--- config.mk ---
export PLATFORM = sky130hd
export DESIGN_NAME = motion_activity_timeout_monitor_flat
export DESIGN_NICKNAME = d
export VERILOG_FILES = /design/src/rtl/mat_pkg.sv /design/src/rtl/mat_if.sv /design/src/rtl/motion_activity_timeout_monitor.sv /design/src/flat_wrapper.sv
export VERILOG_INCLUDE_DIRS = /design/src /design/src/rtl
export SDC_FILE = /design/constraint.sdc
export NUM_CORES = 1
export LEC_CHECK = 0
export ABC_AREA = 1
export BUFFER_PORTS_ARGS = -buffer_cell sky130_fd_sc_hd__buf_2
export CORE_ASPECT_RATIO = 1.4
export CORE_MARGIN = 1.5
export CORE_UTILIZATION = 60
export CTS_BUF_LIST = sky130_fd_sc_hd__clkbuf_8
export DETAILED_ROUTE_END_ITERATION = 16
export GPL_TIMING_DRIVEN = 0
export PLACE_DENSITY = 0.79
export SLEW_MARGIN = 20
export SYNTH_ARGS = -nofsm -noshare
export SYNTH_HDL_FRONTEND = slang
export SYNTH_SLANG_ARGS = --single-unit
--- constraint.sdc ---
create_clock -name clk -period 9.95 [get_ports clk]
set_input_delay 0.4975 -clock clk [delete_from_list [all_inputs] [get_ports clk]]
set_output_delay 0.4975 -clock clk [all_outputs]
set_load 0.005 [all_outputs]
--- src/rtl/assert_macros.svh ---
// Assertion macros used by the monitor RTL.
`ifndef ASSERT_MACROS_SVH
`define ASSERT_MACROS_SVH

// Checks prop at every rising edge of clk while reset is released.
`define MAT_ASSERT(lbl, clk, rst_n, prop, msg) \
    lbl: assert property (@(posedge clk) disable iff (!rst_n) prop) else $error(msg);

// Same check, also active while reset is asserted.
`define MAT_ASSERT_ALWAYS(lbl, clk, prop, msg) \
    lbl: assert property (@(posedge clk) prop) else $error(msg);

`endif

--- src/rtl/mat_pkg.sv ---
`default_nettype none

package mat_pkg;

    localparam int unsigned AXES = 3;
    localparam int unsigned SAMPLE_W = 16;
    localparam int unsigned TOTAL_W = 32;
    localparam int unsigned SAMPLE_PERIOD_MS_DEFAULT = 10;

    localparam logic [15:0] THRESHOLD_RESET = 16'd2000;
    localparam logic [31:0] TIMEOUT_LIMIT_RESET = 32'd60000;

    typedef enum logic [1:0] {
        REG_THRESHOLD_X = 2'd0,
        REG_THRESHOLD_Y = 2'd1,
        REG_THRESHOLD_Z = 2'd2,
        REG_TIMEOUT_LIMIT = 2'd3
    } cfg_index_t;

    typedef enum logic {
        OP_SAMPLE = 1'b0,
        OP_CLEAR = 1'b1
    } opcode_t;

    typedef enum logic [2:0] {
        ST_IDLE,
        ST_LOAD,
        ST_DIV,
        ST_ACC,
        ST_DONE
    } state_t;

    typedef struct packed {
        logic opcode;
        logic signed [15:0] accel_x;
        logic signed [15:0] accel_y;
        logic signed [15:0] accel_z;
    } sample_t;

    typedef struct packed {
        logic [31:0] activity_total;
        logic moving;
        logic timeout_reached;
    } result_t;

    typedef struct packed {
        cfg_index_t index;
        logic [31:0] wdata;
    } cfg_write_t;

endpackage

`default_nettype wire

--- src/rtl/mat_if.sv ---
`default_nettype none

interface mat_in_if;
    logic valid;
    logic ready;
    mat_pkg::sample_t data;

    modport source (output valid, output data, input ready);
    modport sink (input valid, input data, output ready);
endinterface

interface mat_out_if;
    logic valid;
    logic ready;
    mat_pkg::result_t data;

    modport source (output valid, output data, input ready);
    modport sink (input valid, input data, output ready);
endinterface

interface mat_cfg_if;
    logic valid;
    logic ready;
    mat_pkg::cfg_write_t data;

    modport source (output valid, output data, input ready);
    modport sink (input valid, input data, output ready);
endinterface

`default_nettype wire

--- src/rtl/motion_activity_timeout_monitor.sv ---
// Motion activity and timeout monitor. Each sample request carries three signed accelerometer
// axes; for every axis whose absolute change from the previous sample exceeds its threshold,
// the quotient change/threshold is added to a saturating 32-bit activity total and the sample
// counts as moving. The still-time counter clears when two consecutive samples move and
// otherwise advances by SAMPLE_PERIOD_MS, flagging a timeout at or above timeout_limit_ms.
// A clear request zeroes the total and returns an all-zero result. One shared restoring
// divider produces one quotient bit per cycle; each axis is loaded in turn, and each moving
// one is divided and accumulated. A clear request goes straight to done. The block accepts
// no request while one is in work, but a finished result may wait in the output register
// while the next request is taken. Thresholds of 0 act as 1.
// Configuration writes are always accepted and must only be issued while the block is idle.

`default_nettype none

`include "assert_macros.svh"

module motion_activity_timeout_monitor #(
    parameter int unsigned SAMPLE_PERIOD_MS = mat_pkg::SAMPLE_PERIOD_MS_DEFAULT
) (
    input wire logic clk,
    input wire logic rst_n,
    mat_in_if.sink sample,
    mat_out_if.source result,
    mat_cfg_if.sink cfg
);

    mat_pkg::state_t state_reg;
    mat_pkg::state_t state_next;

    logic [15:0] thr_reg [mat_pkg::AXES];
    logic [31:0] limit_reg;

    logic [15:0] prev_reg [mat_pkg::AXES];
    logic [15:0] samp_reg [mat_pkg::AXES];
    logic prev_moving_reg;
    logic [31:0] still_reg;
    logic [31:0] activity_reg;

    logic [1:0] ax_reg;
    logic [3:0] cnt_reg;
    logic mov_reg;
    logic clr_reg;

    logic [15:0] div_reg;
    logic [15:0] rem_reg;
    logic [15:0] quo_reg;

    logic out_valid_reg;
    mat_pkg::result_t out_data_reg;

    logic in_ready;
    logic out_load;
    logic last_axis;

    logic [16:0] diff;
    logic [16:0] diff_abs;
    logic [15:0] mag;
    logic [15:0] thr_eff;
    logic axis_moved;

    logic [16:0] shifted;
    logic div_ge;
    logic [32:0] act_sum;
    logic [31:0] act_sat;
    logic [32:0] still_sum;
    logic [31:0] still_sat;
    logic hold_clear;
    logic [31:0] still_new;
    logic timeout_new;

    assign last_axis = (ax_reg == 2'(mat_pkg::AXES - 1));

    // Shared per-axis front end: absolute change and effective threshold.
    always_comb
    begin
        diff = {samp_reg[ax_reg][15], samp_reg[ax_reg]} - {prev_reg[ax_reg][15], prev_reg[ax_reg]};
        diff_abs = diff[16] ? (17'd0 - diff) : diff;
        mag = diff_abs[15:0];
        thr_eff = (thr_reg[ax_reg] == 16'd0) ? 16'd1 : thr_reg[ax_reg];
        axis_moved = (mag > thr_eff);
    end

    // Shared restoring divider step and saturating adders.
    always_comb
    begin
        shifted = {rem_reg, quo_reg[15]};
        div_ge = (shifted >= {1'b0, div_reg});
        act_sum = {1'b0, activity_reg} + {17'd0, quo_reg};
        act_sat = act_sum[32] ? 32'hFFFF_FFFF : act_sum[31:0];
        still_sum = {1'b0, still_reg} + 33'(SAMPLE_PERIOD_MS);
        still_sat = still_sum[32] ? 32'hFFFF_FFFF : still_sum[31:0];
        hold_clear = mov_reg && prev_moving_reg;
        still_new = hold_clear ? 32'd0 : still_sat;
        timeout_new = !hold_clear && (still_sat >= limit_reg);
    end

    always_comb
    begin
        state_next = state_reg;
        case (state_reg)
            mat_pkg::ST_IDLE:
            begin
                if (sample.valid)
                begin
                    state_next = (sample.data.opcode == mat_pkg::OP_CLEAR) ?
                        mat_pkg::ST_DONE : mat_pkg::ST_LOAD;
                end
            end
            mat_pkg::ST_LOAD:
            begin
                if (axis_moved)
                begin
                    state_next = mat_pkg::ST_DIV;
                end
                else if (last_axis)
                begin
                    state_next = mat_pkg::ST_DONE;
                end
            end
            mat_pkg::ST_DIV:
            begin
                if (cnt_reg == 4'd0)
                begin
                    state_next = mat_pkg::ST_ACC;
                end
            end
            mat_pkg::ST_ACC:
            begin
                state_next = last_axis ? mat_pkg::ST_DONE : mat_pkg::ST_LOAD;
            end
            mat_pkg::ST_DONE:
            begin
                if (!out_valid_reg || result.ready)
                begin
                    state_next = mat_pkg::ST_IDLE;
                end
            end
            default:
            begin
                state_next = mat_pkg::ST_IDLE;
            end
        endcase
    end

    always_comb
    begin
        in_ready = 1'b0;
        out_load = 1'b0;
        case (state_reg)
            mat_pkg::ST_IDLE:
            begin
                in_ready = 1'b1;
            end
            mat_pkg::ST_DONE:
            begin
                out_load = !out_valid_reg || result.ready;
            end
            default:
            begin
                in_ready = 1'b0;
                out_load = 1'b0;
            end
        endcase
    end

    assign sample.ready = in_ready;
    assign cfg.ready = 1'b1;
    assign result.valid = out_valid_reg;
    assign result.data = out_data_reg;

    always_ff @(posedge clk or negedge rst_n)
    begin
        if (!rst_n)
        begin
            state_reg <= mat_pkg::ST_IDLE;
            for (int i = 0; i < int'(mat_pkg::AXES); i++)
            begin
                thr_reg[i] <= mat_pkg::THRESHOLD_RESET;
                prev_reg[i] <= 16'd0;
            end
            limit_reg <= mat_pkg::TIMEOUT_LIMIT_RESET;
            prev_moving_reg <= 1'b0;
            still_reg <= 32'd0;
            activity_reg <= 32'd0;
            ax_reg <= 2'd0;
            cnt_reg <= 4'd0;
            mov_reg <= 1'b0;
            clr_reg <= 1'b0;
            out_valid_reg <= 1'b0;
        end
        else
        begin
            state_reg <= state_next;

            if (cfg.valid)
            begin
                case (cfg.data.index)
                    mat_pkg::REG_THRESHOLD_X: thr_reg[0] <= cfg.data.wdata[15:0];
                    mat_pkg::REG_THRESHOLD_Y: thr_reg[1] <= cfg.data.wdata[15:0];
                    mat_pkg::REG_THRESHOLD_Z: thr_reg[2] <= cfg.data.wdata[15:0];
                    mat_pkg::REG_TIMEOUT_LIMIT: limit_reg <= cfg.data.wdata;
                    default: limit_reg <= limit_reg;
                endcase
            end

            case (state_reg)
                mat_pkg::ST_IDLE:
                begin
                    if (sample.valid)
                    begin
                        ax_reg <= 2'd0;
                        mov_reg <= 1'b0;
                        clr_reg <= (sample.data.opcode == mat_pkg::OP_CLEAR);
                    end
                end
                mat_pkg::ST_LOAD:
                begin
                    if (axis_moved)
                    begin
                        mov_reg <= 1'b1;
                        cnt_reg <= 4'd15;
                    end
                    else if (!last_axis)
                    begin
                        ax_reg <= ax_reg + 2'd1;
                    end
                end
                mat_pkg::ST_DIV:
                begin
                    cnt_reg <= cnt_reg - 4'd1;
                end
                mat_pkg::ST_ACC:
                begin
                    activity_reg <= act_sat;
                    if (!last_axis)
                    begin
                        ax_reg <= ax_reg + 2'd1;
                    end
                end
                mat_pkg::ST_DONE:
                begin
                    if (out_load)
                    begin
                        if (clr_reg)
                        begin
                            activity_reg <= 32'd0;
                        end
                        else
                        begin
                            still_reg <= still_new;
                            prev_moving_reg <= mov_reg;
                            for (int i = 0; i < int'(mat_pkg::AXES); i++)
                            begin
                                prev_reg[i] <= samp_reg[i];
                            end
                        end
                    end
                end
                default:
                begin
                    ax_reg <= 2'd0;
                end
            endcase

            if (out_load)
            begin
                out_valid_reg <= 1'b1;
            end
            else if (result.ready)
            begin
                out_valid_reg <= 1'b0;
            end
        end
    end

    always_ff @(posedge clk)
    begin
        if (state_reg == mat_pkg::ST_IDLE && sample.valid)
        begin
            samp_reg[0] <= sample.data.accel_x;
            samp_reg[1] <= sample.data.accel_y;
            samp_reg[2] <= sample.data.accel_z;
        end

        if (state_reg == mat_pkg::ST_LOAD)
        begin
            div_reg <= thr_eff;
            rem_reg <= 16'd0;
            quo_reg <= mag;
        end
        else if (state_reg == mat_pkg::ST_DIV)
        begin
            rem_reg <= div_ge ? 16'(shifted - {1'b0, div_reg}) : shifted[15:0];
            quo_reg <= {quo_reg[14:0], div_ge};
        end

        if (out_load)
        begin
            if (clr_reg)
            begin
                out_data_reg.activity_total <= 32'd0;
                out_data_reg.moving <= 1'b0;
                out_data_reg.timeout_reached <= 1'b0;
            end
            else
            begin
                out_data_reg.activity_total <= activity_reg;
                out_data_reg.moving <= mov_reg;
                out_data_reg.timeout_reached <= timeout_new;
            end
        end
    end

    `MAT_ASSERT(a_accept_leaves_idle, clk, rst_n,
        (sample.valid && sample.ready) |=> (state_reg != mat_pkg::ST_IDLE),
        "accepted request did not start work")
    `MAT_ASSERT(a_acc_after_div, clk, rst_n,
        (state_reg == mat_pkg::ST_ACC) |-> ($past(state_reg) == mat_pkg::ST_DIV),
        "activity update without a completed division")
    `MAT_ASSERT(a_clear_zeroes_total, clk, rst_n,
        (out_load && clr_reg) |=> (activity_reg == 32'd0),
        "clear request left a nonzero activity total")

endmodule

`default_nettype wire

--- src/flat_wrapper.sv ---
// flat-port wrapper written by rule: the top's interface ports become plain ports
module motion_activity_timeout_monitor_flat 
#(
    parameter int unsigned SAMPLE_PERIOD_MS = mat_pkg::SAMPLE_PERIOD_MS_DEFAULT
)
  (clk, rst_n, sample_valid, sample_data, sample_ready, result_valid, result_data, result_ready, cfg_valid, cfg_data, cfg_ready);
  mat_in_if sample_i ();
  mat_out_if result_i ();
  mat_cfg_if cfg_i ();
  input wire logic clk;
  input wire logic rst_n;
  input wire logic [$bits(sample_i.valid)-1:0] sample_valid;
  input wire logic [$bits(sample_i.data)-1:0] sample_data;
  output wire logic [$bits(sample_i.ready)-1:0] sample_ready;
  output wire logic [$bits(result_i.valid)-1:0] result_valid;
  output wire logic [$bits(result_i.data)-1:0] result_data;
  input wire logic [$bits(result_i.ready)-1:0] result_ready;
  input wire logic [$bits(cfg_i.valid)-1:0] cfg_valid;
  input wire logic [$bits(cfg_i.data)-1:0] cfg_data;
  output wire logic [$bits(cfg_i.ready)-1:0] cfg_ready;
  assign sample_i.valid = sample_valid;
  assign sample_i.data = sample_data;
  assign sample_ready = sample_i.ready;
  assign result_valid = result_i.valid;
  assign result_data = result_i.data;
  assign result_i.ready = result_ready;
  assign cfg_i.valid = cfg_valid;
  assign cfg_i.data = cfg_data;
  assign cfg_ready = cfg_i.ready;
  motion_activity_timeout_monitor #(.SAMPLE_PERIOD_MS(SAMPLE_PERIOD_MS)) u_core (.clk(clk), .rst_n(rst_n), .sample(sample_i), .result(result_i), .cfg(cfg_i));
endmodule
=== After elaboration in Yosys (flattened, before gate mapping) ===
Memory sizes are Yosys's and may differ from the RTL's. A register that Yosys moved wholly into a read port is not among the register bits.
Cells that the tools add are included.
W data, S select, Z words.

* Bits in writable memories: 48
* Bits of input ports: 88
* Latch bits: 0
* Output and inout bits: 37
* Memories kept: 1
* Bits in read-only memories: 0
* Word-level logic and storage cells: 119
* Register bits after elaboration: 239

{| class="wikitable"
|+ Memory list
! memory !! words !! width !! rd ports !! clocked after Yosys merged registers in !! write ports !! RTL line !! text
|-
| u_core.samp_reg || 3 || 16 || 4 || 3 || 3 || motion_activity_timeout_monitor.sv:34 || <nowiki>logic [15:0] samp_reg [mat_pkg::AXES];</nowiki>
|}

* Reductions and logical operators: 29
* Add/subtract/negate cells: 7
* Bitwise operators: 3
* Equality and inequality tests: 16
* Magnitude comparators: 4
* Mux-type cells: 40
* $mul: 0
* Divide/modulo/power cells: 0
* Shift operators: 0

{| class="wikitable"
|+ Operators by type and width
! cell !! count
|-
| $mux W32 || 5
|-
| $mux W16 || 9
|-
| $bmux W16 S2 || 2
|-
| $pmux W32 S2 || 1
|-
| $add A32 B16 Y33 || 1
|-
| $add A32 B4 Y33 const B || 1
|-
| $ge A32 B32 Y1 || 1
|-
| $mux W3 || 7
|-
| $ge A17 B16 Y1 || 1
|-
| $sub A16 B16 Y17 || 1
|-
| $gt A16 B16 Y1 || 1
|-
| $logic_not A16 Y1 || 1
|-
| $sub A1 B16 Y16 const A || 1
|-
| $sub A16 B16 Y16 || 1
|-
| $pmux W3 S5 || 1
|-
| $reduce_and A2 Y1 || 6
|-
| $reduce_and A3 Y1 || 4
|-
| $ne A2 B1 Y1 const B || 5
|-
| $mux W1 || 8
|-
| $pmux W2 S4 || 1
|-
| $pmux W4 S2 || 1
|-
| $reduce_bool A2 Y1 || 4
|-
| $eq A2 B2 Y1 const B || 3
|-
| $eq A3 B2 Y1 const B || 2
|-
| other kinds (21) || 31
|}

=== Longest topological paths before layout ===
Gate-level depths: netlist (run 1).

* Word-level depth: 10
* Mapped depth: 33
* Gate-level depth less buffers: 30

=== Least setup slack after synthesis (run 1) ===
Ideal clock, no wire load.

* Kind: register -> register
* Start: reg u_core.ax_reg[1]
* End: reg u_core.cnt_reg[2]
* Setup slack: 5.606 ns
* Data arrival time: 4.216 ns
* Period minus slack after synthesis: 4.344 ns
* Stages on the path, launching flop included: 32
* Data required time: 9.822 ns
* Path buffers: 3
* Library setup time: 0.128 ns
* Cells stage by stage: dfrtp_1 > buf_2 > inv_1 > clkbuf_1 > clkbuf_1 > o21ai_0 > o21ai_0 > ha_1 > inv_1 > fa_1 > inv_1 > ha_1 > inv_1 > nor2_1 > nand3_1 > nor2_1 > nand3_1 > nor2_2 > nand2_1 > nand2_1 > xor2_1 > inv_1 > ha_1 > nand4_1 > nor2_1 > o21ai_0 > nand3_1 > nand3_1 > nand2_1 > nand2_1 > nand2_1 > nand3_1

* Word-level cells in the longest chain between the ends: 10
* Elaborated cells on any way between the ends: 16
* Classes of those cells: 2 x add/sub; 1 x order compare; 1 x eq/ne; 8 x mux; 1 x bitwise; 2 x reduce/logical; 1 x memory

{| class="wikitable"
|+ Ends and longest elaborated chain
! element !! RTL line !! text
|-
| start, declared || motion_activity_timeout_monitor.sv:39 || <nowiki>logic [1:0] ax_reg;</nowiki>
|-
| start signal, assigned || motion_activity_timeout_monitor.sv:225 || <nowiki>ax_reg <= ax_reg + 2'd1;</nowiki>
|-
| start signal, assigned || motion_activity_timeout_monitor.sv:237 || <nowiki>ax_reg <= ax_reg + 2'd1;</nowiki>
|-
| $not A2 Y3 (not written as such) || motion_activity_timeout_monitor.sv:76, motion_activity_timeout_monitor.sv:79 ||
|-
| $bmux W16 S2 || motion_activity_timeout_monitor.sv:76 || <nowiki>diff = {samp_reg[ax_reg][15], samp_reg[ax_reg]} - {prev_reg[ax_reg][15], prev_reg[ax_reg]};</nowiki>
|-
| $mux W16 (not written as such) (2 in series) || motion_activity_timeout_monitor.sv:76 ||
|-
| $sub A16 B16 Y17 || motion_activity_timeout_monitor.sv:76 ||
|-
| $sub A1 B16 Y16 || motion_activity_timeout_monitor.sv:77 || <nowiki>diff_abs = diff[16] ? (17'd0 - diff) : diff;</nowiki>
|-
| $mux W16 || motion_activity_timeout_monitor.sv:77 ||
|-
| $gt A16 B16 Y1 (*) || motion_activity_timeout_monitor.sv:80 || <nowiki>axis_moved = (mag > thr_eff);</nowiki>
|-
| $ne A2 B1 Y1 (no line) (*) || -- ||
|-
| $reduce_and A2 Y1 (no line) (*) || -- ||
|-
| end signal, assigned || motion_activity_timeout_monitor.sv:230 || <nowiki>cnt_reg <= cnt_reg - 4'd1;</nowiki>
|-
| end, declared || motion_activity_timeout_monitor.sv:40 || <nowiki>logic [3:0] cnt_reg;</nowiki>
|}

Every way passes the cells marked *; elsewhere a longest branch is shown, timed or not. The select of a mux whose other input is x is not followed.
A chain may end at the register's enable or synchronous reset.

=== Worst setup path in the final report (run 1) ===
* Start: reg u_core.ax_reg[1]
* End: reg u_core.cnt_reg[3]

Same word-level chain as after synthesis.

==> flow_metrics.tcl, run 1 <==
set metrics [dict create \
    peakVddDrop_mv 0.234 \
    syn_nets 2580 \
    grt-ovfl-total 0 \
    powerDensity_nw_per_um2 388 \
    setup-violations-final 0 \
    ys_warn_count 0 \
    grt_pass1_vias 17000 \
    final_layout_size_suffix_gt1_share_pct 13.3 \
    ys_seq_area_share_pct 46.1 \
    finalClockSkew_ns 0.0386 \
    placed_area_um2 20500 \
    max_cap_violations 0 \
    io_buffers 123 \
    synth_ff_type "dfrtp_1" \
    diodes 0 \
    crit_arrival_ns 6.37 \
    start_util_pct 61.0 \
    cts_buffers 51 \
    synth_top_area_share_pct 23.3 \
    path_class "reg2reg" \
    final_hold_viol_count 0 \
    dr.pass1.iters 5 \
    gp_congestion 0.957 \
    clkSlewWorstSetupHoldPaths_ns 0.07 \
    period_needed_ns 5.90 \
    vias 16900 \
    worst_hold_path_type "in2reg" \
    tightest_slew_ns 0.872 \
    clock-root-buffer "clkbuf_8" \
    drt_iter0_drc 1017 \
    ys_types 62 \
    drt_wl_total_um 49000 \
    io_pins 125 \
    rrSetupSlack_ns 4.05 \
    crit_slowest_cell "clkbuf_1" \
    finalNetCount 2761 \
    nFillCells 2653 \
    max_stage_delay_ns 0.54 \
    cts_tree "done" \
    die_height_um 215 \
    power_leakage_nw 10.6 \
    tns_ns 0 \
    area_growth_pct 11.5 \
    drcViolationCount 0 \
    dp_hpwl_um 37500 \
    worstSetupStartpointType "flip-flop" \
    cts_max_path_buffers 3 \
    fmax_ghz 0.169 \
    synth_cells 2389 \
    detail-route-antenna-nets 0 \
    wire_per_inst_um 16.3 \
    htreeDepth 2 \
    die_x_um 155 \
    cts_sinks 335 \
    rsz0062_at_grt "false" \
    grt_use_total_pct 30.1 \
    synth.cell_area_um2 19300 \
    clock_latency_ns 0.62 \
    synth_seq_cells 335 \
    finalInstanceArea_um2 21600 \
    cts_setup_buffers 0 \
    path_max_fanout 10 \
    required_ns 10.42 \
    postSynth.asyncResetShare_pct 61.2 \
    cp-end-kind "flip-flop" \
    maxSlewViolCount 0 \
    fp-row-count 77 \
    yosysTopAreaCell "dfrtp_1" \
    netlist_top_cells_area "dfrtp_1 (23%), edfxtp_1 (18%), nand2_1 (12%)" \
    finalCritPeriodShare_pct 59.3 \
    dieArea_um2 33300 \
    antenna_found_initial 0 \
    slew_headroom_pct 41.8 \
    postSynthAreaPerCell_um2 8.09 \
    coreArea_um2 31700 \
    routed_via_density 5.62 \
    status "finished, final reports clean" \
    grt_max_degree 75 \
    synth_edf_count 114 \
    grt_pass1_wl_um 80700 \
]
cell usage in the layout, fill, tap and decap left out, types with 7 or more instances in the layout:
master	count
a21o_1	11
a21oi_1	116
a2bb2oi_1	16
a32oi_1	15
buf_2	134
clkbuf_1	51
clkbuf_8	63
dfrtp_1	180
dfstp_2	25
dfxtp_1	16
edfxtp_1	114
ha_1	100
inv_1	325
inv_2	11
nand2_1	603
nand2_2	16
nand3_1	119
nand3_2	7
nand3b_1	9
nand4_1	30
nor2_1	189
nor3_1	27
nor4_1	9
o21ai_0	227
o21ai_1	12
o21ai_2	13
or2_2	28
xnor2_1	15
xor2_1	31
stage by stage:
stage	util (%)	hold WS [ns]	cells	setup slack (ns)	total power, mW
2_1_floorplan	-	0.202	2389	5.61	5.89
3_3_place_gp	64.5	0.449	2907	4.30	6.99
3_5_place_dp	64.8	0.455	2910	4.16	7.20
4_1_cts	68.0	0.0405	3006	4.14	8.34
5_1_grt	68.0	0.0489	3007	3.60	9.16
6_report	68.0	0.0709	3007	4.05	8.37
kinds of logic (layout without fill, tap and decap cells):
kind of cell	Yosys count	count (layout)	synth area share [%]
and+or+nand+nor	1069	1069	24.1
AOI/OAI and AO/OA	441	441	12.9
buffers and inverters	393	616	7.99
DFF	335	335	46.1
adders and majority gates	103	103	6.78
xor gates and xnor gates	46	46	2.08
other	1	1	0.0194
muxes	1	1	0.0582
worst paths after layout:
path | startpoint | depth (start not counted) | end
max | u_core.ax_reg[1] | 29 | u_core.cnt_reg[3]
min | sample_data[25] | 1 | u_core.samp_reg[1][9]
max reg2reg | u_core.ax_reg[1] | 29 | u_core.cnt_reg[3]
min reg2reg | u_core.rem_reg[12] | 2 | u_core.rem_reg[12]
max in group asynchronous | rst_n | 4 | u_core.prev_reg[21]
min in group asynchronous | rst_n | 2 | u_core.thr_reg[28]
power breakdown:
group	internal, mW	switching, mW	leakage, nW	total, mW
logic	1.77	3.29	6.26	5.06
clock network	0.570	0.544	0.591	1.11
registers	1.94	0.251	3.70	2.19
area by class of cell:
type	instances	area, um2	area share, %
clock inverters	32	131	0.609
clock buffers	63	867	4.02
plain buffers	76	353	1.64
multi-input cells	1661	8890	41.2
repair buffers	128	731	3.39
well taps	395	494	2.29
flip-flops and latches	335	8900	41.3
inverters	317	1190	5.53
metal layers:
layer	wire length [um]	GRT usage (%)
met5	0	0
met4	2730	16.9
met2	25100	54.3
met1	18900	34.0
met3	2350	4.02
worst max-delay path: cells and delay by family, from the launching register on:
kind	cells	cell delay, ns
simple gates	13	1.79
buf+inv	6	1.62
flops	1	0.34
compound gates	7	0.96
fa+ha+maj	2	0.75
xor+xnor	1	0.28
synth_stat cells, types with 12 or more instances:
cell type / n
nand4_1: 30
o21ai_2: 13
dfxtp_1: 16
o21ai_0: 227
o21ai_1: 12
buf_2: 12
dfrtp_1: 180
clkbuf_1: 51
edfxtp_1: 114
nand3_1: 119
a32oi_1: 15
xnor2_1: 15
nor2_1: 190
ha_1: 100
dfstp_2: 25
or2_2: 28
a21oi_1: 116
nor3_1: 27
nand2_1: 603
a2bb2oi_1: 16
inv_1: 305
nand2_2: 16
xor2_1: 31
what timing repair did:
action                                 4_1_cts  5_1_grt
endpoints found under the hold margin       48        0
gates resized for setup                      0        0
hold buffers                                 1        0
Note: power is estimated with default switching activity, not from simulation.
==> run 2, diff against run 1 <==
Clock period 9.95 ns to 5.9 ns, I/O delays scaled along.
==> flow_metrics.tcl, run 2 (synthesis results as in run 1) <==
set metrics [dict create \
    status "finished, final reports clean" \
    grt_use_total_pct 31.4 \
    finalClockSkew_ns 0.0318 \
    critPathMostFrequentCell "nand2_1" \
    cts_tree "done" \
    setup_slack_ns 0.417 \
    cp-end-kind "flip-flop" \
    regToRegEndpoint "u_core.cnt_reg[3]" \
    start_util_pct 61.0 \
    slew_headroom_pct 42.3 \
    crit_arrival_ns 5.95 \
    setup-violations-final 0 \
    fp-row-count 77 \
    io_buffers 123 \
    required_ns 6.37 \
    worstSetupStartpointType "flip-flop" \
    area_growth_pct 15.2 \
    coreArea_um2 31700 \
    nFillCells 2543 \
    worst_hold_path_type "in2reg" \
    rsz0062_at_grt "false" \
    dp_hpwl_um 37500 \
    fmax_ghz 0.182 \
    wire_per_inst_um 16.6 \
    path_class "reg2reg" \
    cts_max_path_buffers 3 \
    powerDensity_nw_per_um2 637 \
    holdPathStages 3 \
    r2r_start "u_core.ax_reg[0]" \
    routed_via_density 5.61 \
    finalNetCount 2830 \
    clock_latency_ns 0.62 \
    whs_endpoint "u_core.limit_reg[13]" \
    dr.pass1.iters 5 \
    multi_input_area_um2 8890 \
    clkSlewWorstSetupHoldPaths_ns 0.07 \
    period_needed_ns 5.48 \
    peakVddDrop_mv 0.400 \
    post-place-ws_ns 0.107 \
    grt_pass1_vias 17600 \
    vias 17300 \
    final_layout_size_suffix_gt1_share_pct 13.2 \
    register_area_um2 8900 \
    dieArea_um2 33300 \
    diodes 0 \
    antenna_found_initial 0 \
    grt_pass1_wl_um 84100 \
    drcViolationCount 0 \
    finalCritPeriodShare_pct 92.9 \
    final_cell_mix "nand2_1 (603), inv_1 (325), o21ai_0 (227)" \
    tightest_slew_ns 0.866 \
    grt_max_degree 75 \
    max_cap_violations 0 \
    min_from "cfg_data[13]" \
    drt_wl_total_um 51200 \
    clock-root-buffer "clkbuf_8" \
    cts_sinks 335 \
    r2r_cells 27 \
    cts_buffers 51 \
    grt-ovfl-total 0 \
    tns_ns 0 \
    gp_congestion 0.957 \
    power_leakage_nw 10.9 \
    maxSlewViolCount 0 \
    max_stage_delay_ns 0.52 \
    htreeDepth 2 \
    rrSetupSlack_ns 0.42 \
    io_pins 125 \
    path_max_fanout 10 \
    detail-route-antenna-nets 0 \
    die_x_um 155 \
    final_hold_viol_count 0 \
    drt_iter0_drc 1017 \
    die_height_um 215 \
    layout_commonest_cell "nand2_1" \
    crit_slowest_cell "dfrtp_1" \
]
==> run 2: routing by layer <==
metal / wire length (um) / part of all wire, % / track usage (%) / vias up
met4: 2710 / 5.3 / 17.1 / 0
met3: 2530 / 4.9 / 4.24 / 175
li1: - / - / - / 8380
met2: 26500 / 52 / 57.6 / 594
met1: 19500 / 38 / 34.9 / 8122
met5: 0 / 0 / 0 / -
==> run 2: cell type report <==
cell class / instances / share of cell area (%)
flip-flops and latches: 335 / 40.0
plain buffers: 76 / 1.62
inverters: 317 / 5.36
clock inverters: 32 / 0.590
repair buffers: 197 / 6.38
multi-input cells: 1661 / 39.9
clock buffers: 63 / 3.89
well taps: 395 / 2.22
==> run 2: worst max-delay path, delay by kind of cell, from the launching register on <==
kind	cells	cell delay (ns)
xor gates and xnor gates	1	0.19
buffers and inverters	5	1.42
DFF	1	0.52
adders and majority gates	2	0.62
AOI/OAI and AO/OA	7	0.92
and+or+nand+nor	12	1.65
==> run 2: per-stage QoR <==
stage                     area [um2]  total power [mW]  instances  hold slack (ns)  util [%]
after global routing           22300              15.5       3076          0.00806      70.2
after floorplan                19300              9.94       2389        -0.000591         -
after global placement         20400              11.8       2907            0.449      64.5
after detailed placement       20500              12.1       2910            0.273      64.8
final                          22300              14.2       3076           0.0221      70.2
after CTS                      22200              14.1       3075          0.00174      70.1
==> run 2: power breakdown <==
| group | internal [mW] | switching [mW] | leakage [nW] | total (mW) |
|---|---|---|---|---|
| logic | 3.02 | 5.57 | 6.57 | 8.59 |
| registers | 3.27 | 0.427 | 3.70 | 3.70 |
| clock network | 0.962 | 0.929 | 0.591 | 1.89 |
==> run 2: how the worst max path moves through the flow <==
stage          slack (ns)  cells after the start        startpoint           endpoint
2_1_floorplan        1.56                     31  u_core.ax_reg[1]  u_core.cnt_reg[2]
3_3_place_gp         0.25                     29  u_core.ax_reg[1]  u_core.cnt_reg[2]
3_5_place_dp         0.11                     29  u_core.ax_reg[1]  u_core.cnt_reg[3]
4_1_cts              0.09                     29  u_core.ax_reg[1]  u_core.cnt_reg[3]
5_1_grt             0.002                     29  u_core.ax_reg[0]  u_core.cnt_reg[2]
6_report             0.42                     27  u_core.ax_reg[0]  u_core.cnt_reg[3]
==> run 2: timing repair <==
item	CTS	global route
hold buffers	70	0
endpoints found under the setup margin	0	10
hold endpoints to repair	132	0
buffers inserted	0	0
resized for setup	0	15
